`src/design/lbs_pkg.sv`:
```
// Shared widths, codes and types of the letterbox bilinear scaler.
package lbs_pkg;

  localparam int DIM_W    = 10;  // source dimension registers
  localparam int DST_W    = 11;  // destination dimension registers
  localparam int COORD_W  = 10;  // destination row / column
  localparam int CH_W     = 2;
  localparam int STEP_W   = 26;  // Q16 source step
  localparam int FRAC_W   = 16;
  localparam int PTR_W    = 20;  // load pointer, wraps at 2^20
  localparam int VAL_W    = 16;
  localparam int DIV_W    = 26;  // numerator width of the geometry divider
  localparam int POS_W    = COORD_W + STEP_W;
  localparam int RA_W     = 23;  // raw store address before sizing
  localparam int Q_DEPTH  = 2;

  localparam int DEF_MAX_SRC_WIDTH  = 512;
  localparam int DEF_MAX_SRC_HEIGHT = 512;
  localparam int DEF_MAX_DST_SIZE   = 1024;
  localparam int DEF_CHANNELS       = 3;
  localparam int RESET_DIM          = 416;

  localparam logic [VAL_W-1:0]  BORDER_VAL = 16'd16384;
  localparam logic [FRAC_W:0]   ONE_Q16    = 17'h10000;
  localparam logic [41:0]       ROUND_ADD  = 42'h0000_FF_0000;

  typedef enum logic [1:0] {
    REG_SRC_WIDTH  = 2'd0,
    REG_SRC_HEIGHT = 2'd1,
    REG_DST_WIDTH  = 2'd2,
    REG_DST_HEIGHT = 2'd3
  } cfg_reg_e;

  typedef struct packed {
    logic               busy;
    logic [DIM_W-1:0]   iw;
    logic [DIM_W-1:0]   ih;
    logic [DST_W-1:0]   dw;
    logic [DST_W-1:0]   dh;
    logic [DST_W-1:0]   nw;
    logic [DST_W-1:0]   nh;
    logic [COORD_W-1:0] off_x;
    logic [COORD_W-1:0] off_y;
    logic [STEP_W-1:0]  step_x;
    logic [STEP_W-1:0]  step_y;
  } geo_t;

  typedef struct packed {
    logic               pull;
    logic               border;
    logic               last;
    logic               c_end;
    logic               r_end;
    logic [7:0]         data;
    logic [PTR_W-1:0]   addr;
    logic [CH_W-1:0]    chan;
    logic [COORD_W-1:0] row;
    logic [COORD_W-1:0] col;
    logic [COORD_W-1:0] sc;
    logic [COORD_W-1:0] sr;
  } ent_t;

endpackage

```
`src/design/lbs_front.sv`:
```
// Front end: accepts beats, walks the destination, classifies each beat.
module lbs_front #(
  parameter int CHANNELS    = lbs_pkg::DEF_CHANNELS,
  parameter int STORE_DEPTH = 786432
) (
  input  logic                 clk_i,
  input  logic                 rst_ni,
  input  logic                 cfg_we_i,
  input  lbs_pkg::geo_t        geo_i,
  input  logic                 accept_i,
  input  logic                 op_i,
  input  logic [7:0]           data_byte_i,
  output logic                 q_push_o,
  output lbs_pkg::ent_t        q_data_o
);

  logic [lbs_pkg::PTR_W-1:0]   ptr_q;
  logic [lbs_pkg::CH_W-1:0]    chan_q;
  logic [lbs_pkg::COORD_W-1:0] row_q, col_q;

  logic       col_end, row_end, chan_end, in_store;
  logic [11:0] x_hi, y_hi;
  logic [lbs_pkg::COORD_W-1:0] sc, sr;

  assign col_end  = !(({1'b0, col_q} + 11'd1) < geo_i.dw);
  assign row_end  = !(({1'b0, row_q} + 11'd1) < geo_i.dh);
  assign chan_end = !((32'(chan_q) + 32'd1) < 32'(CHANNELS));
  assign in_store = (32'(ptr_q) < 32'(STORE_DEPTH));
  assign x_hi     = 12'(geo_i.off_x) + 12'(geo_i.nw);
  assign y_hi     = 12'(geo_i.off_y) + 12'(geo_i.nh);
  assign sc       = col_q - geo_i.off_x;
  assign sr       = row_q - geo_i.off_y;

  always_comb begin
    q_data_o.pull   = op_i;
    q_data_o.border = (col_q < geo_i.off_x) || !(12'(col_q) < x_hi) ||
                      (row_q < geo_i.off_y) || !(12'(row_q) < y_hi);
    q_data_o.last   = col_end && row_end && chan_end;
    q_data_o.c_end  = ({1'b0, sc} == geo_i.nw - 11'd1);
    q_data_o.r_end  = (geo_i.nh > 11'd1) && ({1'b0, sr} == geo_i.nh - 11'd1);
    q_data_o.data   = data_byte_i;
    q_data_o.addr   = ptr_q;
    q_data_o.chan   = chan_q;
    q_data_o.row    = row_q;
    q_data_o.col    = col_q;
    q_data_o.sc     = sc;
    q_data_o.sr     = sr;
  end

  // Drop loads past the end of the store.
  assign q_push_o = accept_i && (op_i || in_store);

  always_ff @(posedge clk_i or negedge rst_ni) begin
    if (!rst_ni) begin
      ptr_q  <= '0;
      chan_q <= '0;
      row_q  <= '0;
      col_q  <= '0;
    end else if (cfg_we_i) begin
      ptr_q  <= '0;
      chan_q <= '0;
      row_q  <= '0;
      col_q  <= '0;
    end else if (accept_i) begin
      if (!op_i) begin
        ptr_q <= ptr_q + 1'b1;
      end else if (!col_end) begin
        col_q <= col_q + 1'b1;
      end else begin
        col_q <= '0;
        if (!row_end) begin
          row_q <= row_q + 1'b1;
        end else begin
          row_q <= '0;
          if (!chan_end) begin
            chan_q <= chan_q + 1'b1;
          end else begin
            chan_q <= '0;
            ptr_q  <= '0;
          end
        end
      end
    end
  end

endmodule

```
`config.mk`:
```
export PLATFORM = sky130hd
export DESIGN_NAME = lbs_front
export DESIGN_NICKNAME = d
export VERILOG_FILES = /design/src/design/lbs_pkg.sv /design/src/design/lbs_front.sv
export SDC_FILE = /design/constraint.sdc
export NUM_CORES = 1
export LEC_CHECK = 0
export ABC_AREA = 0
export BUFFER_PORTS_ARGS = -buffer_cell sky130_fd_sc_hd__buf_2
export CAP_MARGIN = 20
export CORE_ASPECT_RATIO = 1.4
export CORE_MARGIN = 4
export CORE_UTILIZATION = 45
export CTS_CLUSTER_SIZE = 20
export DETAILED_ROUTE_END_ITERATION = 12
export PLACE_DENSITY_LB_ADDON = 0.15
export SLEW_MARGIN = 0
export SYNTH_ARGS = -nofsm -noshare
export SYNTH_HDL_FRONTEND = slang
export SYNTH_SLANG_ARGS = --single-unit
```
`constraint.sdc`:
```
create_clock -name clk_i -period 4.3 [get_ports clk_i]
set_clock_uncertainty 0.2 [all_clocks]
set_input_delay 1.075 -clock clk_i [delete_from_list [all_inputs] [get_ports clk_i]]
set_output_delay 1.075 -clock clk_i [all_outputs]
set_load 0.005 [all_outputs]
```
==> flow_summary_export.csv <==
group,metric,value,unit
critical_path,cp_cell_sequence,"buf_2, ha_4, inv_2, fa_2, nor2b_1, o21ai_1, a21oi_2, o221ai_1, nand2b_1, xnor2_1, ha_1, o21ai_0, nor2_1, o21ai_0, or3_1, o211ai_1, buf_2",
critical_path,cp_max_fo,3,
clocking,clkLatencyLatePin,280,ps
floorplan,io_pins,226,
detailed_routing,finalWirelength,16.8,mm
placed_design,dp_hpwl,13.3,mm
global_route,grt_pass1_wl,27.6,mm
logic_synthesis,ys_seq_area_share,19.2,%
logic_synthesis,dominantRegCellSynth,"dfrtp_1",
detailed_routing,drtIter0Drc,186,
clocking,tritoncts,"yes",
min_path,hold_start,"chan_q[0]",
min_path,min_path_type,"flop to flop",
detailed_routing,drc_errors,0,
clocking,root_buffer,"clkbuf_16",
placed_design,post-place-ws,-691,ps
detailed_routing,first_pass_iters,4,
clocking,cts_buffer_depth,2,
final_layout,synthToLayoutAreaGrowth,43.7,%
sta,period_needed,4940,ps
placed_design,placed_cell_area,7170,um^2
pwr,ir_worst_vdd,0.183,mV
min_path,hold_end,"chan_q[0]",
outcome,violations,"negative setup slack",
clocking,cts_inserted_buffers,5,
placed_design,gp_congestion,0.921,
sta,setup_viol,3,
critical_path,crit_buf_inv,3,
final_layout,diodes,0,
clocking,htreeDepth,2,
sta,fin_ws,-641,ps
job,cap_viol_max_count,0,
logic_synthesis,synthesis.area,5490,um^2
logic_synthesis,synth_most_common_cell,"ha_1",
floorplan,rows,47,
logic_synthesis,synth_commonest_cells,"ha_1, inv_1, xnor2_1",
logic_synthesis,ys_types,59,
sta,fin_crit_sh,115,%
logic_synthesis,yosys_warnings,0,
critical_path,worst_path_max_delay_cell,"or3_1",
critical_path,path_delay_family,"adder cells",
critical_path,cpPeakStageDelay,360,ps
sta,relSlewSlack,35.3,%
sta,rsz0062_at_grt,"true",
logic_synthesis,syn_avg_cell_area,8.00,um^2
floorplan,initial_core_util,46.2,%
clocking,clkSinkCount,42,
outcome,status,"finished, violations left",
critical_path,worstPathArrival,3670,ps
global_route,gr-total-overflow,0,
floorplan,core,11900,um^2
final_layout,drive_above_1_share,38.6,%
global_route,grt_use_total,23.4,%
sta,finalMaxSlewViolations,0,
logic_synthesis,syn-num-nets,924,
logic_synthesis,synth_area_leaders,"dfrtp_1, ha_1, xnor2_1",
final_layout,nNetsFinal,1169,
logic_synthesis,synthCells,686,
clocking,clk_pin_slew_worst_paths,60,ps
critical_path,r2r-end,"ptr_q[17]",
floorplan,die_h,139,um
critical_path,r2r_start,"col_q[2]",
logic_synthesis,ys_ff_latch,42,
global_route,grt_pass1_vias,6196,
detailed_routing,drtAntennaViolNets,0,
clocking,cts_hold_buf,0,
critical_path,crit_type,"input pin to output pin",
sta,hold_viol_final,0,
detailed_routing,wire_per_inst,15.5,um
critical_path,worst_setup_path_start_kind,"input pin",
critical_path,end_kind,"output pin",
global_route,antenna_found_initial,0,
logic_synthesis,yosys.area.top_type,"dfrtp_1",
critical_path,cp_data_required_time,3020,ps
final_layout,num-fill-cells,1031,
floorplan,die_w,101,um
pwr,p_leak,4.05,nW
critical_path,reg2reg_depth,15,
final_layout,register_area,1060,um^2
final_layout,multi_input_area,4560,um^2
sta,worst_pin_slew,970,ps
final_layout,fin_area,7880,um^2
global_route,grt_max_degree,43,
detailed_routing,viasPerCell,5.51,
placed_design,port_buffers,136,
min_path,worstHoldPathCells,2,
critical_path,r2r_slack,450,ps
detailed_routing,via_count,5944,
logic_synthesis,yosysTopAreaCellShare,19.2,%
pwr,powerDensity,204,nW/um^2
logic_synthesis,synth_edf_count,0,
floorplan,dieArea,14000,um^2
final_layout,final_util,66.4,%
logic_synthesis,async_reset_ff_share,100,%
sta,fmax,202,MHz
tightest hold or removal path, stage by stage (launching register included):
cell,delay [ps]
dfrtp_1,400
nand2_1,60
a21oi_1,60
cell families after synthesis:
group                    count (synthesis)  synth area share [%]
AND/OR/NAND/NOR                        213                  20.0
adder cells (fa/ha/maj)                 88                  20.6
flip-flops                              42                  19.2
AO/OA/AOI/OAI                          171                  20.0
multiplexers                             1                 0.182
XOR/XNOR                                85                  13.6
buffers and inverters                   86                  6.52
state kept, by name, indices dropped and copies added (netlist names):
register / cells
chan_q: 2
ptr_q: 20
row_q: 10
col_q: 10
layer usage:
layer  part of all wire [%]  up-vias  track usage, %
met2                     56      172            45.7
li1                       -     2925               -
met3                    5.0       44            3.07
met5                      0        -               0
met1                     36     2803            25.0
met4                    2.7        0            7.07
metrics by stage:
| step | TNS (ps) | total power, W | instances | hold WS [ps] |
|---|---|---|---|---|
| floorplan | -211 | 0.000798 | 686 | 343 |
| global placement | -2120 | 0.00106 | 1058 | 342 |
| detailed placement | -2340 | 0.00109 | 1058 | 355 |
| CTS | -1170 | 0.00159 | 1075 | 370 |
| global route | -1540 | 0.00172 | 1079 | 395 |
| finish | -1030 | 0.00161 | 1079 | 360 |
worst max path at each step:
stage	from	endpoint	slack, ps	cells after the start
2_1_floorplan	geo_i[63]	q_data_o[73]	-210	14
3_3_place_gp	geo_i[52]	q_data_o[73]	-620	17
3_5_place_dp	geo_i[52]	q_data_o[73]	-690	17
4_1_cts	geo_i[83]	q_data_o[73]	-640	17
5_1_grt	geo_i[83]	q_data_o[73]	-830	17
6_report	geo_i[72]	q_data_o[73]	-640	17
power by group:
| part | leakage, nW | total (W) | internal [W] | switching, W |
|---|---|---|---|---|
| Sequential | 0.575 | 0.000426 | 0.000406 | 0.0000197 |
| Combinational | 3.39 | 0.000753 | 0.000393 | 0.000360 |
| Clock | 0.0842 | 0.000431 | 0.000275 | 0.000157 |
placed cells by master, fill, tap and decap left out, types with 10 or more instances in the layout:
master and n:
xor2_1 29, nand2_1 43, dfrtp_1 37, ha_4 10
a21oi_1 35, or3_1 14, inv_1 61, nand2b_1 16
nor2_1 42, buf_4 116, ha_1 70, nand4_1 12
nand3_1 19, a21o_1 14, o21ai_0 37, and3_1 11
a21oi_2 13, buf_2 130, nor3_1 13, xnor2_1 47
final cells by class:
| cell class | count | share of cell area (%) |
|---|---|---|
| Timing Repair Buffer | 257 | 21.0 |
| Inverter | 67 | 3.25 |
| Multi-Input combinational cell | 558 | 57.9 |
| Clock inverter | 3 | 0.556 |
| Clock buffer | 5 | 1.59 |
| Sequential cell | 42 | 13.4 |
| Tap cell | 147 | 2.33 |
repair_timing:
action / 4_1_cts / 5_1_grt
pin swaps: 37 / 24
setup buffers: 11 / 5
gates resized for setup: 70 / 27
cloned: 0 / 0
endpoints found under the setup margin: 9 / 8
No activity file was read; power rests on OpenSTA's default activity.
