[config.mk]
export PLATFORM = sky130hd
export DESIGN_NAME = lbs_fifo
export DESIGN_NICKNAME = d
export VERILOG_FILES = /design/src/design/lbs_pkg.sv /design/src/design/lbs_fifo.sv
export SDC_FILE = /design/constraint.sdc
export NUM_CORES = 1
export LEC_CHECK = 0
export ABC_AREA = 1
export BUFFER_PORTS_ARGS = -buffer_cell sky130_fd_sc_hd__buf_2
export CAP_MARGIN = 20
export CORE_UTILIZATION = 24
export DETAILED_ROUTE_END_ITERATION = 10
export GPL_ROUTABILITY_DRIVEN = 0
export GPL_TIMING_DRIVEN = 1
export SLEW_MARGIN = 20
export SYNTH_ARGS = -nofsm -noshare
export SYNTH_HDL_FRONTEND = slang
export SYNTH_SLANG_ARGS = --single-unit
[constraint.sdc]
create_clock -name clk_i -period 6.2 [get_ports clk_i]
set_clock_uncertainty 0.05 [all_clocks]
set_input_delay 0.93 -clock clk_i [delete_from_list [all_inputs] [get_ports clk_i]]
set_output_delay 0.93 -clock clk_i [all_outputs]
set_load 0.01 [all_outputs]
[src/design/lbs_pkg.sv]
// Shared widths, codes and types of the letterbox bilinear scaler.
package lbs_pkg;

  localparam int DIM_W    = 10;  // source dimension registers
  localparam int DST_W    = 11;  // destination dimension registers
  localparam int COORD_W  = 10;  // destination row / column
  localparam int CH_W     = 2;
  localparam int STEP_W   = 26;  // Q16 source step
  localparam int FRAC_W   = 16;
  localparam int PTR_W    = 20;  // load pointer, wraps at 2^20
  localparam int VAL_W    = 16;
  localparam int DIV_W    = 26;  // numerator width of the geometry divider
  localparam int POS_W    = COORD_W + STEP_W;
  localparam int RA_W     = 23;  // raw store address before sizing
  localparam int Q_DEPTH  = 2;

  localparam int DEF_MAX_SRC_WIDTH  = 512;
  localparam int DEF_MAX_SRC_HEIGHT = 512;
  localparam int DEF_MAX_DST_SIZE   = 1024;
  localparam int DEF_CHANNELS       = 3;
  localparam int RESET_DIM          = 416;

  localparam logic [VAL_W-1:0]  BORDER_VAL = 16'd16384;
  localparam logic [FRAC_W:0]   ONE_Q16    = 17'h10000;
  localparam logic [41:0]       ROUND_ADD  = 42'h0000_FF_0000;

  typedef enum logic [1:0] {
    REG_SRC_WIDTH  = 2'd0,
    REG_SRC_HEIGHT = 2'd1,
    REG_DST_WIDTH  = 2'd2,
    REG_DST_HEIGHT = 2'd3
  } cfg_reg_e;

  typedef struct packed {
    logic               busy;
    logic [DIM_W-1:0]   iw;
    logic [DIM_W-1:0]   ih;
    logic [DST_W-1:0]   dw;
    logic [DST_W-1:0]   dh;
    logic [DST_W-1:0]   nw;
    logic [DST_W-1:0]   nh;
    logic [COORD_W-1:0] off_x;
    logic [COORD_W-1:0] off_y;
    logic [STEP_W-1:0]  step_x;
    logic [STEP_W-1:0]  step_y;
  } geo_t;

  typedef struct packed {
    logic               pull;
    logic               border;
    logic               last;
    logic               c_end;
    logic               r_end;
    logic [7:0]         data;
    logic [PTR_W-1:0]   addr;
    logic [CH_W-1:0]    chan;
    logic [COORD_W-1:0] row;
    logic [COORD_W-1:0] col;
    logic [COORD_W-1:0] sc;
    logic [COORD_W-1:0] sr;
  } ent_t;

endpackage

[src/design/lbs_fifo.sv]
// Short queue between the front end and the back end.
module lbs_fifo (
  input  logic          clk_i,
  input  logic          rst_ni,
  input  logic          push_i,
  input  lbs_pkg::ent_t data_i,
  input  logic          pop_i,
  output logic          full_o,
  output logic          empty_o,
  output lbs_pkg::ent_t data_o
);

  localparam int PW = (lbs_pkg::Q_DEPTH > 1) ? $clog2(lbs_pkg::Q_DEPTH) : 1;
  localparam int NW = $clog2(lbs_pkg::Q_DEPTH + 1);

  lbs_pkg::ent_t slot_q [lbs_pkg::Q_DEPTH];
  logic [PW-1:0] wr_q, rd_q;
  logic [NW-1:0] cnt_q;
  logic          do_push, do_pop;

  assign full_o  = (cnt_q == NW'(lbs_pkg::Q_DEPTH));
  assign empty_o = (cnt_q == '0);
  assign data_o  = slot_q[rd_q];
  assign do_push = push_i && !full_o;
  assign do_pop  = pop_i && !empty_o;

  always_ff @(posedge clk_i) begin
    if (do_push) slot_q[wr_q] <= data_i;
  end

  always_ff @(posedge clk_i or negedge rst_ni) begin
    if (!rst_ni) begin
      wr_q  <= '0;
      rd_q  <= '0;
      cnt_q <= '0;
    end else begin
      if (do_push) wr_q <= (wr_q == PW'(lbs_pkg::Q_DEPTH - 1)) ? '0 : wr_q + 1'b1;
      if (do_pop)  rd_q <= (rd_q == PW'(lbs_pkg::Q_DEPTH - 1)) ? '0 : rd_q + 1'b1;
      if (do_push && !do_pop) cnt_q <= cnt_q + 1'b1;
      else if (do_pop && !do_push) cnt_q <= cnt_q - 1'b1;
    end
  end

endmodule

==> out/qor.yml, run 1 <==
route:
  drt_iter0_drc: 187
  vias_per_cell: 3.82
  vias: 3499
  wire_per_inst_um: 13.2
  ant_nets: 0
  routed_wl_mm: 12.1
  drc: 0
  first_pass_iters: 5
cells_and_area:
  nets: 665
  fin_util_pct: 31.6
  nFillCells: 2406
  layout-drive-gt1-share_pct: 32.1
  syn2layout_area_growth_pct: 29.7
  antenna_cells: 0
sta:
  finalCritPeriodShare_pct: 51.8
  max-slew-margin-rel_pct: 41.8
  fmax_mhz: 312
  finalMaxSlewViolations: 0
  setup-tns-final_ns: 0
  fin_crit_ns: 3.21
  hold_viol_final: 0
  tightest_slew_ns: 0.873
  holdWs_ns: 0.251
  setup_violations: 0
  fin_ws_ns: 2.99
  grt_setup_unrepaired: "false"
worst_setup_path:
  endpoint: "data_o[45]"
  criticalPathCategory: "flip-flop to output port"
  ff2ff_path_depth: 3
  r2r_end: "slot_q[1][55]"
  timing.critical_path.from: "rd_q"
  r2r_setup_slack_ns: 3.77
  rr_startpoint: "cnt_q[0]"
  cp.required_ns: 5.22
  endpoint_kind: "output port"
  cp.arrival_ns: 2.23
  crit_fanout: 40
  cp-start-kind: "flip-flop"
logic_synthesis:
  yosys_warnings: 0
  synth_cells: 424
  synth_seq_cells: 154
  synth_nets: 504
  syn_area_sq_um: 5710
  syn_avg_cell_area_sq_um: 13.5
  yosysUniqueCellTypes: 15
  yosysSeqAreaShare_pct: 80.7
floorplan:
  die_w_um: 156
  start_util_pct: 24.4
  die_area_sq_um: 24400
  die_y_um: 156
  core-area_sq_um: 23400
  rows: 56
  io_pins: 156
clock_network:
  cts_sinks: 154
  clk_path_buf_depth: 2
  cts_resized: 0
  cts_tree: "built"
  post_cts_buffers: 0
  clk_pin_slew_ns: 0.06
  holdBufCountCts: 0
  cts_max_level: 4
  cts-buffers-inserted: 17
  clock_latency_ns: 0.42
  root_buffer: "clkbuf_16"
worst_hold_path:
  hold_class: "input pin to async pin"
flow_run:
  max_cap_violations: 0
global_route:
  grt_max_degree: 77
  grt_overflow: 0
  grt_pass1_wl_mm: 18.5
  antenna_found_initial: 0
  grt_pass1_vias: 3547
  track_usage_pct: 10.4
power_and_ir_drop:
  p_per_area_nw_per_um2: 486
  vdd_drop_max_mv: 0.241
  total_leakage_power_uw: 0.00312
place:
  dp.final_hpwl_mm: 7.39
  portBuffers: 155
  post-place-ws_ns: 3.24
outcome:
  status: "finished, final reports clean"
-- synthesized netlist by cell type --
| library cell | instances | area (sq um) |
|---|---|---|
| buf_2 | 9 | 45.0 |
| edfxtp_1 | 150 | 4500 |
| nor2_1 | 4 | 15.0 |
| buf_4 | 2 | 15.0 |
| inv_2 | 1 | 3.75 |
| nand3b_1 | 1 | 7.51 |
| o21ai_0 | 2 | 10.0 |
| buf_6 | 6 | 67.6 |
| xnor2_1 | 1 | 8.76 |
| nand4_1 | 1 | 6.26 |
| inv_1 | 7 | 26.3 |
| nand3_1 | 1 | 5.00 |
| dfrtp_1 | 4 | 100 |
| nand2_1 | 234 | 878 |
| ha_1 | 1 | 12.5 |
-- layer usage --
metal,up-vias,share of wire (%),global-route usage (%)
met1,1618,44,11.7
li1,1752,-,-
met4,0,1.5,4.15
met3,16,7.3,4.50
met5,-,0,0
met2,113,47,17.2
-- per-stage QoR --
step	std cells	power, uW	instance area (sq um)
floorplan	424	2180	5710
global placement	885	2570	6790
detailed placement	885	2600	6790
CTS	917	3670	7400
global route	917	3830	7400
finish	917	3600	7400
-- cell type report --
class                      count  area (sq um)  share of cell area [%]
timing repair buffer         159           806                    10.9
tap                          319           399                    5.39
clock buffer                  21           460                    6.22
multi-input combinational    245           951                    12.9
clock inverter                11           146                    1.98
sequential                   154          4610                    62.2
inverter                       8          31.3                   0.423
-- logic make-up after synthesis --
group	share of synthesized area (%)
flops	80.7
fa+ha+maj	0.219
xor+xnor	0.154
simple gates	16.0
compound gates	0.175
buf+inv	2.76
-- registers in the layout (all words and copies together) (netlist names) --
register	flops
cnt_q	2
rd_q	1
slot_q	150
wr_q	1
-- critical path, cell delays in order, from the launching register on --
cell,delay (ns)
dfrtp_2,0.40
inv_2,0.53
buf_4,0.52
nand2_1,0.12
nand2_1,0.09
buf_2,0.13
-- cells in the final DEF, fill, tap and decap left out, types with 2 or more instances in the layout --
master        n
nand2_1     234
clkinv_2      2
bufinv_16     3
edfxtp_1    150
clkinv_4      2
buf_4         4
inv_1         6
clkbuf_16    17
buf_2       155
o21ai_0       2
clkbuf_8      2
dfrtp_1       3
clkinvlp_4    4
clkbuf_1      2
nor2_1        3
-- power by group --
part / switching [uW] / internal [uW] / total, uW
registers: 55.5 / 1420 / 1480
clock network: 409 / 654 / 1060
logic: 722 / 335 / 1060
total: 1190 / 2410 / 3600
-- how the worst min path moves through the flow --
| stage | startpoint | to | slack (ns) | cells after the start |
|---|---|---|---|---|
| floorplan | wr_q | wr_q | 0.40 | 2 |
| global placement | wr_q | wr_q | 0.44 | 2 |
| detailed placement | wr_q | wr_q | 0.43 | 2 |
| CTS | rst_ni | cnt_q[0] | 0.23 | 1 |
| global route | rst_ni | cnt_q[1] | 0.23 | 1 |
| finish | rst_ni | cnt_q[1] | 0.25 | 1 |
No activity file was read; power rests on OpenSTA's default activity.
==> inputs of run 2 (changes only) <==
==> constraint.sdc (replaced) <==
create_clock -name clk_i -period 2.7 [get_ports clk_i]
set_clock_uncertainty 0.05 [all_clocks]
set_input_delay 0.405 -clock clk_i [delete_from_list [all_inputs] [get_ports clk_i]]
set_output_delay 0.405 -clock clk_i [all_outputs]
set_load 0.01 [all_outputs]
==> run 2 against run 1 <==
Via count grew 1.4%. First-iteration DRC count grew 28%. Global-route usage shrank 0.28 points. Register-to-register slack lost 3.0 ns. Design area grew 1.3%. Worst hold slack lost 0.12 ns. Routed wire length shrank 0.41%. Count of clock-buffer cells in the layout shrank 4. Non-clock buffer count grew 4. Clock power grew 150%. Critical path type unchanged. Largest cell class unchanged.
==> out/qor.yml, run 2 (synthesis gave the netlist of run 1 again) <==
worst_setup_path:
  endpoint: "data_o[36]"
  endpoint_kind: "output port"
  timing.critical_path.from: "rd_q"
  crit_fanout: 76  # +90%
  cp.arrival_ns: 1.85  # -0.38 ns
  ff2ff_path_depth: 6  # +3
  rr_startpoint: "cnt_q[1]"
  criticalPathCategory: "flip-flop to output port"
  cp-start-kind: "flip-flop"
  r2r_setup_slack_ns: 0.80  # -2.97 ns
  cp.required_ns: 2.25  # -2.97 ns
  r2r_end: "slot_q[0][22]"
route:
  ant_nets: 0  # unchanged
  drt_iter0_drc: 240  # +28%
  drc: 0  # unchanged
  first_pass_iters: 4  # -1
  vias: 3547  # +1.4%
  vias_per_cell: 3.85  # +0.93%
  routed_wl_mm: 12.1  # -0.41%
  wire_per_inst_um: 13.1  # -0.85%
cells_and_area:
  layout-drive-gt1-share_pct: 32.6  # +0.51 points
  nets: 669  # +0.60%
  largest_register: "slot_q"
  final_cell_mix: "234 x nand2_1, 155 x buf_2, 150 x edfxtp_1"
  nFillCells: 2365  # -1.7%
  largest_register_ffs: 150  # unchanged
  syn2layout_area_growth_pct: 31.4
  reg.largest.list: "slot_q (150), cnt_q (2)"
  final_common_cell: "nand2_1"
  final_cells: 921  # +0.44%
floorplan:
  die_w_um: 156  # unchanged
  start_util_pct: 24.4  # unchanged
  die_y_um: 156  # unchanged
  core-area_sq_um: 23400  # unchanged
  io_pins: 156  # unchanged
  die_area_sq_um: 24400  # unchanged
  rows: 56  # unchanged
power_and_ir_drop:
  p_per_area_nw_per_um2: 1130  # +130%
  pwr-share-clk_pct: 30.7  # +1.2 points
  pwr-share-comb_pct: 29.4  # about the same
  switching_share_pct: 32.5  # -0.47 points
  internal_power_uw: 5720  # +140%
  p_seq_share_pct: 39.9  # -1.2 points
  vdd_drop_max_mv: 0.449  # +86%
  total_leakage_power_uw: 0.00317  # +1.7%
  power_uw: 8480  # +140%
  switchingPower_uw: 2760  # +130%
global_route:
  grt_pass1_vias: 3278  # -7.6%
  grt_pass1_wl_mm: 17.8  # -4.0%
  track_usage_pct: 10.1  # -0.28 points
  antenna_found_initial: 3  # +3
  grt_max_degree: 77  # unchanged
  grt_overflow: 0  # unchanged
sta:
  hold_viol_final: 0  # unchanged
  max-slew-margin-rel_pct: 42.0  # +0.17 points
  finalCritPeriodShare_pct: 85.3
  tightest_slew_ns: 0.870  # -0.00262 ns
  grt_setup_unrepaired: "false"
  fin_crit_ns: 2.30
  setup-tns-final_ns: 0  # unchanged
  fmax_mhz: 434
  finalMaxSlewViolations: 0  # unchanged
  setup_violations: 0  # unchanged
place:
  portBuffers: 155  # unchanged
  dp.final_hpwl_mm: 7.43  # +0.57%
  placed_cells: 888  # +0.34%
clock_network:
  cts_sinks: 154  # unchanged
  post_cts_buffers: 0  # unchanged
  clock_latency_ns: 0.41  # about the same
  cts_tree: "built"
  cts_max_level: 4  # unchanged
  cts_resized: 0  # unchanged
  root_buffer: "clkbuf_16"
  clk_pin_slew_ns: 0.06  # about the same
  clk_path_buf_depth: 2  # unchanged
  cts-buffers-inserted: 17  # unchanged
flow_run:
  max_cap_violations: 0  # unchanged
worst_hold_path:
  hold_class: "input pin to flip-flop"
outcome:
  status: "finished, final reports clean"
## run 2: cell types whose count changed in the layout (fill, tap and decap cells not counted)
cell and change:
clkinv_4 -1, clkbuf_8 -2, dlygate4sd3_1 +1, buf_12 +2, clkinvlp_4 -2, inv_6 +4, bufinv_16 +2, clkbuf_1 -2
diode_2 +1, buf_4 +1
## run 2: per-stage QoR
stage               instance area, sq um  util [%]  hold slack [ns]  worst slack, ns
floorplan                           5710         -           0.0594           0.0110
global placement                    6840      29.2            0.169            0.742
detailed placement                  6840      29.2            0.168            0.751
CTS                                 7490      32.0           0.0990            0.348
global route                        7490      32.0            0.102            0.216
finish                              7500      32.0            0.129            0.396
## run 2: layout make-up
class                      count  area, sq um  area share (%)
timing repair buffer         163          863            11.5
inverter                       8         31.3           0.417
antenna                        1         2.50          0.0334
multi-input combinational    245          951            12.7
clock inverter                14          218            2.90
tap                          319          399            5.32
clock buffer                  17          425            5.68
sequential                   154         4610            61.4
## run 2: worst min-delay path by stage
stage	startpoint	end	slack [ns]	cells past startpoint
finish	data_i[56]	slot_q[1][56]	0.13	1
global route	data_i[47]	slot_q[0][47]	0.10	1
CTS	data_i[61]	slot_q[1][61]	0.1	1
detailed placement	rst_ni	wr_q	0.17	1
global placement	rst_ni	wr_q	0.17	1
floorplan	rst_ni	cnt_q[0]	0.06	0
## run 2: metal layers
metal,part of all wire [%],global-route usage (%)
met5,0.19,0
met4,1.2,4.06
met3,5.7,3.69
met2,49,17.0
met1,44,11.5
## run 2: power groups by stage
stage	Clock, uW	Sequential (uW)	Combinational [uW]
finish	2600	3390	2490
floorplan	0	3430	1550
global route	2760	3430	2790
CTS	2680	3390	2560
global placement	0	3430	2530
detailed placement	0	3440	2550
## run 2: what timing repair did
item | in CTS | in global routing
endpoints found under the hold margin | 4 | 0
endpoints found under the setup margin | 0 | 0
hold buffers | 1 | 0
## run 2: critical path, cell delays in order, from the launching register on
cell,delay [ns]
dfrtp_2,0.36
buf_4,0.68
nand2_1,0.13
nand2_1,0.11
buf_2,0.13
