$ cat src/design/lbs_pkg.sv
// Shared widths, codes and types of the letterbox bilinear scaler.
package lbs_pkg;

  localparam int DIM_W    = 10;  // source dimension registers
  localparam int DST_W    = 11;  // destination dimension registers
  localparam int COORD_W  = 10;  // destination row / column
  localparam int CH_W     = 2;
  localparam int STEP_W   = 26;  // Q16 source step
  localparam int FRAC_W   = 16;
  localparam int PTR_W    = 20;  // load pointer, wraps at 2^20
  localparam int VAL_W    = 16;
  localparam int DIV_W    = 26;  // numerator width of the geometry divider
  localparam int POS_W    = COORD_W + STEP_W;
  localparam int RA_W     = 23;  // raw store address before sizing
  localparam int Q_DEPTH  = 2;

  localparam int DEF_MAX_SRC_WIDTH  = 512;
  localparam int DEF_MAX_SRC_HEIGHT = 512;
  localparam int DEF_MAX_DST_SIZE   = 1024;
  localparam int DEF_CHANNELS       = 3;
  localparam int RESET_DIM          = 416;

  localparam logic [VAL_W-1:0]  BORDER_VAL = 16'd16384;
  localparam logic [FRAC_W:0]   ONE_Q16    = 17'h10000;
  localparam logic [41:0]       ROUND_ADD  = 42'h0000_FF_0000;

  typedef enum logic [1:0] {
    REG_SRC_WIDTH  = 2'd0,
    REG_SRC_HEIGHT = 2'd1,
    REG_DST_WIDTH  = 2'd2,
    REG_DST_HEIGHT = 2'd3
  } cfg_reg_e;

  typedef struct packed {
    logic               busy;
    logic [DIM_W-1:0]   iw;
    logic [DIM_W-1:0]   ih;
    logic [DST_W-1:0]   dw;
    logic [DST_W-1:0]   dh;
    logic [DST_W-1:0]   nw;
    logic [DST_W-1:0]   nh;
    logic [COORD_W-1:0] off_x;
    logic [COORD_W-1:0] off_y;
    logic [STEP_W-1:0]  step_x;
    logic [STEP_W-1:0]  step_y;
  } geo_t;

  typedef struct packed {
    logic               pull;
    logic               border;
    logic               last;
    logic               c_end;
    logic               r_end;
    logic [7:0]         data;
    logic [PTR_W-1:0]   addr;
    logic [CH_W-1:0]    chan;
    logic [COORD_W-1:0] row;
    logic [COORD_W-1:0] col;
    logic [COORD_W-1:0] sc;
    logic [COORD_W-1:0] sr;
  } ent_t;

endpackage

$ cat src/design/lbs_geom.sv
// Configuration registers and the iterative geometry / step divider.
module lbs_geom #(
  parameter int MAX_SRC_WIDTH  = lbs_pkg::DEF_MAX_SRC_WIDTH,
  parameter int MAX_SRC_HEIGHT = lbs_pkg::DEF_MAX_SRC_HEIGHT,
  parameter int MAX_DST_SIZE   = lbs_pkg::DEF_MAX_DST_SIZE
) (
  input  logic                     clk_i,
  input  logic                     rst_ni,
  input  logic                     cfg_we_i,
  input  logic [1:0]               cfg_idx_i,
  input  logic [lbs_pkg::DST_W-1:0] cfg_data_i,
  output lbs_pkg::geo_t            geo_o
);

  typedef enum logic [3:0] {
    G_IDLE = 4'b0001,
    G_CMP  = 4'b0010,
    G_LOAD = 4'b0100,
    G_DIV  = 4'b1000
  } geo_state_e;

  typedef enum logic [1:0] {
    JOB_SCALE = 2'd0,
    JOB_SX    = 2'd1,
    JOB_SY    = 2'd2
  } job_e;

  localparam int CW = $clog2(lbs_pkg::DIV_W);

  geo_state_e state_q, state_d;
  job_e       job_q;
  logic [lbs_pkg::DIM_W-1:0]  iw_q, ih_q;
  logic [lbs_pkg::DST_W-1:0]  dw_q, dh_q, nw_q, nh_q;
  logic [lbs_pkg::STEP_W-1:0] step_x_q, step_y_q;
  logic                       wide_q;
  logic [lbs_pkg::DIV_W-1:0]  num_q, quot_q;
  logic [lbs_pkg::DST_W-1:0]  den_q, rem_q;
  logic [CW-1:0]              cnt_q;

  logic [lbs_pkg::DIM_W-1:0]  src_v;
  logic [lbs_pkg::DST_W-1:0]  dst_v;
  logic [20:0]                prod_a, prod_b;
  logic [lbs_pkg::DST_W:0]    trial, diff;
  logic                       qbit;
  logic [lbs_pkg::DIV_W-1:0]  quot_n;

  assign src_v  = cfg_data_i[lbs_pkg::DIM_W-1:0];
  assign dst_v  = cfg_data_i;
  assign prod_a = 21'(dw_q) * 21'(ih_q);
  assign prod_b = 21'(dh_q) * 21'(iw_q);
  assign trial  = {rem_q, num_q[lbs_pkg::DIV_W-1]};
  assign diff   = trial - {1'b0, den_q};
  assign qbit   = !diff[lbs_pkg::DST_W];
  assign quot_n = {quot_q[lbs_pkg::DIV_W-2:0], qbit};

  always_comb begin
    state_d = state_q;
    case (state_q)
      G_IDLE: state_d = G_IDLE;
      G_CMP:  state_d = G_DIV;
      G_LOAD: begin
        if (job_q == JOB_SX && nw_q > 11'd1) state_d = G_DIV;
        else if (job_q == JOB_SY && nh_q > 11'd1) state_d = G_DIV;
        else if (job_q == JOB_SY) state_d = G_IDLE;
      end
      G_DIV: begin
        if (cnt_q == CW'(lbs_pkg::DIV_W - 1)) begin
          state_d = (job_q == JOB_SY) ? G_IDLE : G_LOAD;
        end
      end
      default: state_d = G_IDLE;
    endcase
    if (cfg_we_i) state_d = G_CMP;
  end

  always_ff @(posedge clk_i or negedge rst_ni) begin
    if (!rst_ni) begin
      state_q  <= G_CMP;
      job_q    <= JOB_SCALE;
      iw_q     <= lbs_pkg::DIM_W'(lbs_pkg::RESET_DIM);
      ih_q     <= lbs_pkg::DIM_W'(lbs_pkg::RESET_DIM);
      dw_q     <= lbs_pkg::DST_W'(lbs_pkg::RESET_DIM);
      dh_q     <= lbs_pkg::DST_W'(lbs_pkg::RESET_DIM);
      nw_q     <= '0;
      nh_q     <= '0;
      step_x_q <= '0;
      step_y_q <= '0;
      wide_q   <= 1'b0;
      cnt_q    <= '0;
    end else begin
      state_q <= state_d;
      if (cfg_we_i) begin
        case (cfg_idx_i)
          lbs_pkg::REG_SRC_WIDTH: begin
            if (src_v == '0) iw_q <= 10'd1;
            else if (13'(src_v) > 13'(MAX_SRC_WIDTH)) iw_q <= 10'(MAX_SRC_WIDTH);
            else iw_q <= src_v;
          end
          lbs_pkg::REG_SRC_HEIGHT: begin
            if (src_v == '0) ih_q <= 10'd1;
            else if (13'(src_v) > 13'(MAX_SRC_HEIGHT)) ih_q <= 10'(MAX_SRC_HEIGHT);
            else ih_q <= src_v;
          end
          lbs_pkg::REG_DST_WIDTH: begin
            if (dst_v == '0) dw_q <= 11'd1;
            else if (13'(dst_v) > 13'(MAX_DST_SIZE)) dw_q <= 11'(MAX_DST_SIZE);
            else dw_q <= dst_v;
          end
          lbs_pkg::REG_DST_HEIGHT: begin
            if (dst_v == '0) dh_q <= 11'd1;
            else if (13'(dst_v) > 13'(MAX_DST_SIZE)) dh_q <= 11'(MAX_DST_SIZE);
            else dh_q <= dst_v;
          end
          default: iw_q <= iw_q;
        endcase
      end else begin
        case (state_q)
          G_CMP: begin
            job_q <= JOB_SCALE;
            cnt_q <= '0;
            if (prod_a < prod_b) begin
              wide_q <= 1'b1;
              nw_q   <= dw_q;
            end else begin
              wide_q <= 1'b0;
              nh_q   <= dh_q;
            end
          end
          G_LOAD: begin
            cnt_q <= '0;
            if (job_q == JOB_SX && !(nw_q > 11'd1)) begin
              step_x_q <= '0;
              job_q    <= JOB_SY;
            end else if (job_q == JOB_SY && !(nh_q > 11'd1)) begin
              step_y_q <= '0;
            end
          end
          G_DIV: begin
            cnt_q <= cnt_q + 1'b1;
            if (cnt_q == CW'(lbs_pkg::DIV_W - 1)) begin
              case (job_q)
                JOB_SCALE: begin
                  if (wide_q) nh_q <= quot_n[lbs_pkg::DST_W-1:0];
                  else nw_q <= quot_n[lbs_pkg::DST_W-1:0];
                  job_q <= JOB_SX;
                end
                JOB_SX: begin
                  step_x_q <= quot_n;
                  job_q    <= JOB_SY;
                end
                JOB_SY:  step_y_q <= quot_n;
                default: job_q <= JOB_SCALE;
              endcase
            end
          end
          default: cnt_q <= cnt_q;
        endcase
      end
    end
  end

  // Divider operands: load on entry, shift one quotient bit per cycle.
  always_ff @(posedge clk_i) begin
    case (state_q)
      G_CMP: begin
        rem_q  <= '0;
        quot_q <= '0;
        num_q  <= (prod_a < prod_b) ? lbs_pkg::DIV_W'(21'(ih_q) * 21'(dw_q))
                                    : lbs_pkg::DIV_W'(21'(iw_q) * 21'(dh_q));
        den_q  <= (prod_a < prod_b) ? 11'(iw_q) : 11'(ih_q);
      end
      G_LOAD: begin
        rem_q  <= '0;
        quot_q <= '0;
        if (job_q == JOB_SX) begin
          num_q <= {lbs_pkg::DIV_W'(iw_q - 1'b1)} << lbs_pkg::FRAC_W;
          den_q <= nw_q - 1'b1;
        end else begin
          num_q <= {lbs_pkg::DIV_W'(ih_q - 1'b1)} << lbs_pkg::FRAC_W;
          den_q <= nh_q - 1'b1;
        end
      end
      G_DIV: begin
        num_q  <= {num_q[lbs_pkg::DIV_W-2:0], 1'b0};
        quot_q <= quot_n;
        rem_q  <= qbit ? diff[lbs_pkg::DST_W-1:0] : trial[lbs_pkg::DST_W-1:0];
      end
      default: num_q <= num_q;
    endcase
  end

  assign geo_o.busy   = (state_q != G_IDLE);
  assign geo_o.iw     = iw_q;
  assign geo_o.ih     = ih_q;
  assign geo_o.dw     = dw_q;
  assign geo_o.dh     = dh_q;
  assign geo_o.nw     = nw_q;
  assign geo_o.nh     = nh_q;
  assign geo_o.off_x  = lbs_pkg::COORD_W'((dw_q - nw_q) >> 1);
  assign geo_o.off_y  = lbs_pkg::COORD_W'((dh_q - nh_q) >> 1);
  assign geo_o.step_x = step_x_q;
  assign geo_o.step_y = step_y_q;

endmodule

$ cat config.mk
export PLATFORM = sky130hd
export DESIGN_NAME = lbs_geom
export DESIGN_NICKNAME = d
export VERILOG_FILES = /design/src/design/lbs_pkg.sv /design/src/design/lbs_geom.sv
export SDC_FILE = /design/constraint.sdc
export NUM_CORES = 1
export LEC_CHECK = 0
export BUFFER_PORTS_ARGS = -buffer_cell sky130_fd_sc_hd__buf_2
export CAP_MARGIN = 20
export CELL_PAD_IN_SITES_DETAIL_PLACEMENT = 0
export CELL_PAD_IN_SITES_GLOBAL_PLACEMENT = 1
export CORE_MARGIN = 2
export CORE_UTILIZATION = 48
export DETAILED_ROUTE_END_ITERATION = 6
export PLACE_DENSITY = 0.88
export SLEW_MARGIN = 20
export SYNTH_ARGS = -nofsm -noshare
export SYNTH_HDL_FRONTEND = slang
export SYNTH_SLANG_ARGS = --single-unit
$ cat constraint.sdc
create_clock -name clk_i -period 7.9 [get_ports clk_i]
set_input_delay 0.395 -clock clk_i [delete_from_list [all_inputs] [get_ports clk_i]]
set_output_delay 0.395 -clock clk_i [all_outputs]
set_load 0.02 [all_outputs]
==> metrics.cfg <==
[drt]
drtIter0Drc=954
first_pass_iters=5
wl_per_cell_um=19.29
drc=0
wl_um=51650
vias=14830
via_per_inst=5.536
ant_nets=0

[synth]
synth.distinct_cells=76
synth.area.mux_share_pct=3.718
yosysTopAreaCellShare_pct=15.72
synth.largest_area_cell=dfrtp_1
ys_seq_area_share_pct=29.56
syn_inst=2006
synth_xor_area_share_pct=3.485
synth_top_family_by_area=adder cells
synthAdderAreaFrac_pct=27.12
synth_compound_area_share_pct=11.70
yosys_warnings=0
synthSimpleGateAreaFrac_pct=17.48
synthFlopType=dfrtp_1
synth_seq_cells=201
synth_enable_flop_cells=73
synth_area_leaders=dfrtp_1 16%, fa_1 16%, edfxtp_1 12%
synth_async_sr_flop_share_pct=63.68
syn_area_per_cell_sq_um=9.127
synth_nets=2333
synth_area_sq_um=18310

[hold_path]
min_to=state_q[1]$_DFFE_PN1P_
hp-class=in2reg
min_from=cfg_we_i
whs_path_depth=1

[final_layout]
layout.cells.non_filler=2678
nets=2474
layout_commonest_cell=nand2_1
layout_common_cells=301 x nand2_1, 242 x inv_1, 168 x ha_1
areaGrowthSynthToFinish_pct=12.57
drive_gt1_share_pct=13.49

[clock_network]
clkLatencyLatePin_ns=0.53
htree_levels=1
cts-root-buf=clkbuf_16
clk_pin_slew_ns=0.06
numCtsBuffers=24
clockBufferDepth=3
cts_tree=yes
cts.sinks=201
post_cts_buffers=0

[placement]
gp_congestion=0.9213
dp_cells=2631
dp_hpwl_um=40110
io_buffers=152

[sta]
setup_viol=0
rsz0062_at_grt=false
hold_ws_ns=0.1015
min_period_ns=7.435
finalHoldViolCount=0
fin_crit_sh_pct=94.11
clock_skew_ns=0.01624
tightestPinTransition_ns=1.007
setup-tns-final_ns=0
drv_slew=0
max_slew_margin_pct=32.87
max_freq_mhz=134.5

[global_route]
use_met2_pct=46.82
track_usage_pct=26.35
grt_pass1_wl_um=81350
first_global_vias=15300
use_met3_pct=3.105
globalRouteOverflowTotal=0
antenna_found_initial=0
top_usage_layer=met2
grt_max_degree=71
use_met1_pct=32.07

[critical_path]
cp.required_ns=8.17
r2r-start=iw_q[1]$_DFFE_PN0P_
cp_max_fo=43
crit_type=reg2reg
r2r_end=num_q[15]$_DFFE_PN_
start_kind=register
reg2reg_slack_ns=0.47
end_kind=register
r2r_cells=26
cp.arrival_ns=7.71

[die]
die-height_um=199.3
dieWidth_um=199.3
die_area_sq_um=39720
core_sq_um=37580
rows=71
boundaryPins=153
start_util_pct=48.72

[power]
peakVddDrop_mv=0.2189
power_leakage_nw=10.29
p_per_area_nw_per_um2=271.4

[outcome]
outcome=finished clean

[job]
maxCapViolations=0

==> area by class of cell <==
type | instances | area (sq um)
antenna | 2 | 5.005
inverter | 242 | 908.4
clock inverter | 6 | 52.55
multi-input combinational | 1473 | 11670
clock buffer | 38 | 747.0
sequential | 201 | 5415
fill | 3366 | 16970
timing repair buffer | 205 | 1176
tap | 511 | 639.4
==> cell families (layout without fill, tap and decap cells) <==
family / Yosys count / in the layout
xor gates and xnor gates: 72 / 72
AOI/OAI and AO/OA: 351 / 351
adders and majority gates: 311 / 311
and+or+nand+nor: 673 / 673
muxes: 66 / 66
buffers and inverters: 332 / 491
other: 0 / 2
DFF: 201 / 201
==> where the power goes <==
| group | internal, W | switching, W |
|---|---|---|
| Clock | 0.000655 | 0.000457 |
| Combinational | 0.00115 | 0.00185 |
| Sequential | 0.00129 | 0.000192 |
| Total | 0.00309 | 0.00250 |
==> critical path, stage by stage (launching register included) <==
cell and delay, ns:
dfrtp_2 0.49, buf_4 0.21, nand2_1 0.09, fa_1 0.55, inv_1 0.06, fa_1 0.46, ha_1 0.33, fa_1 0.53
inv_1 0.05, fa_1 0.53, inv_1 0.04, ha_1 0.34, o21a_1 0.12, o31a_1 0.14, o41ai_4 0.32, o2111ai_1 0.26
a41oi_2 0.24, xor2_1 0.26, ha_1 0.30, a21o_1 0.16, a211oi_1 0.30, nand4_1 0.20, o221ai_4 0.30, buf_12 0.27
nand2b_1 0.25, nor2_1 0.06, a221o_1 0.26
==> how the worst max path moves through the flow <==
stage | from | end
3_3_place_gp | dw_q[7]$_DFFE_PN1P_ | nw_q[7]$_DFFE_PN0P_
5_1_grt | dw_q[7]$_DFFE_PN1P_ | num_q[15]$_DFFE_PN_
3_5_place_dp | ih_q[1]$_DFFE_PN0P_ | nw_q[2]$_DFFE_PN0P_
4_1_cts | iw_q[1]$_DFFE_PN0P_ | nw_q[6]$_DFFE_PN0P_
6_report | iw_q[1]$_DFFE_PN0P_ | num_q[15]$_DFFE_PN_
2_1_floorplan | dw_q[7]$_DFFE_PN1P_ | nw_q[1]$_DFFE_PN0P_
==> synthesized netlist by cell type, types with 3 or more instances <==
cell type	count
nand2_1	301
inv_1	242
ha_1	168
o21ai_0	162
fa_1	143
and2_1	129
dfrtp_1	115
nor2_1	92
clkbuf_1	80
edfxtp_1	73
a21oi_1	71
mux2i_1	53
xnor2_1	46
nor3_1	35
nand3_1	34
xor2_1	25
nand2b_1	24
dfstp_2	13
nor2b_1	13
o211ai_1	13
a21o_1	12
o21a_1	12
mux2_2	11
a211oi_1	10
o31ai_1	10
a21boi_0	7
nand3b_1	7
nand4_1	7
or3_1	7
o21ai_1	6
o21bai_1	6
and3_1	5
buf_2	5
nor4_1	5
a22oi_1	4
a211o_1	3
buf_4	3
o41ai_1	3
==> registers in the layout, summed over array words and instances (netlist names), 25 cells and up <==
name      flops
num_q        26
step_y_q     26
step_x_q     26
quot_q       25
==> metal layers <==
metal / share of wire (%) / vias to the layer above
li1: - / 6931
met1: 39 / 7328
met2: 50 / 447
met3: 5.8 / 119
met4: 4.8 / 0
met5: 0 / -
==> metrics by stage <==
stage | util (%) | setup WS, ns | cell area, sq um | power [W]
global route | 54.83 | 0.01363 | 20600 | 0.005981
global placement | 52.61 | 0.5337 | 19770 | 0.004414
CTS | 54.76 | 0.3143 | 20580 | 0.005605
finish | 54.85 | 0.4653 | 20610 | 0.005594
floorplan | - | 0.7957 | 18310 | 0.003531
detailed placement | 52.61 | 0.3176 | 19770 | 0.004463
==> what timing repair did <==
action | 4_1_cts | 5_1_grt
hold buffers | 1 | 0
hold endpoints to repair | 58 | 0
resized for setup | 0 | 7
setup endpoints to repair | 0 | 13
Power figures use the tool's default switching activity.
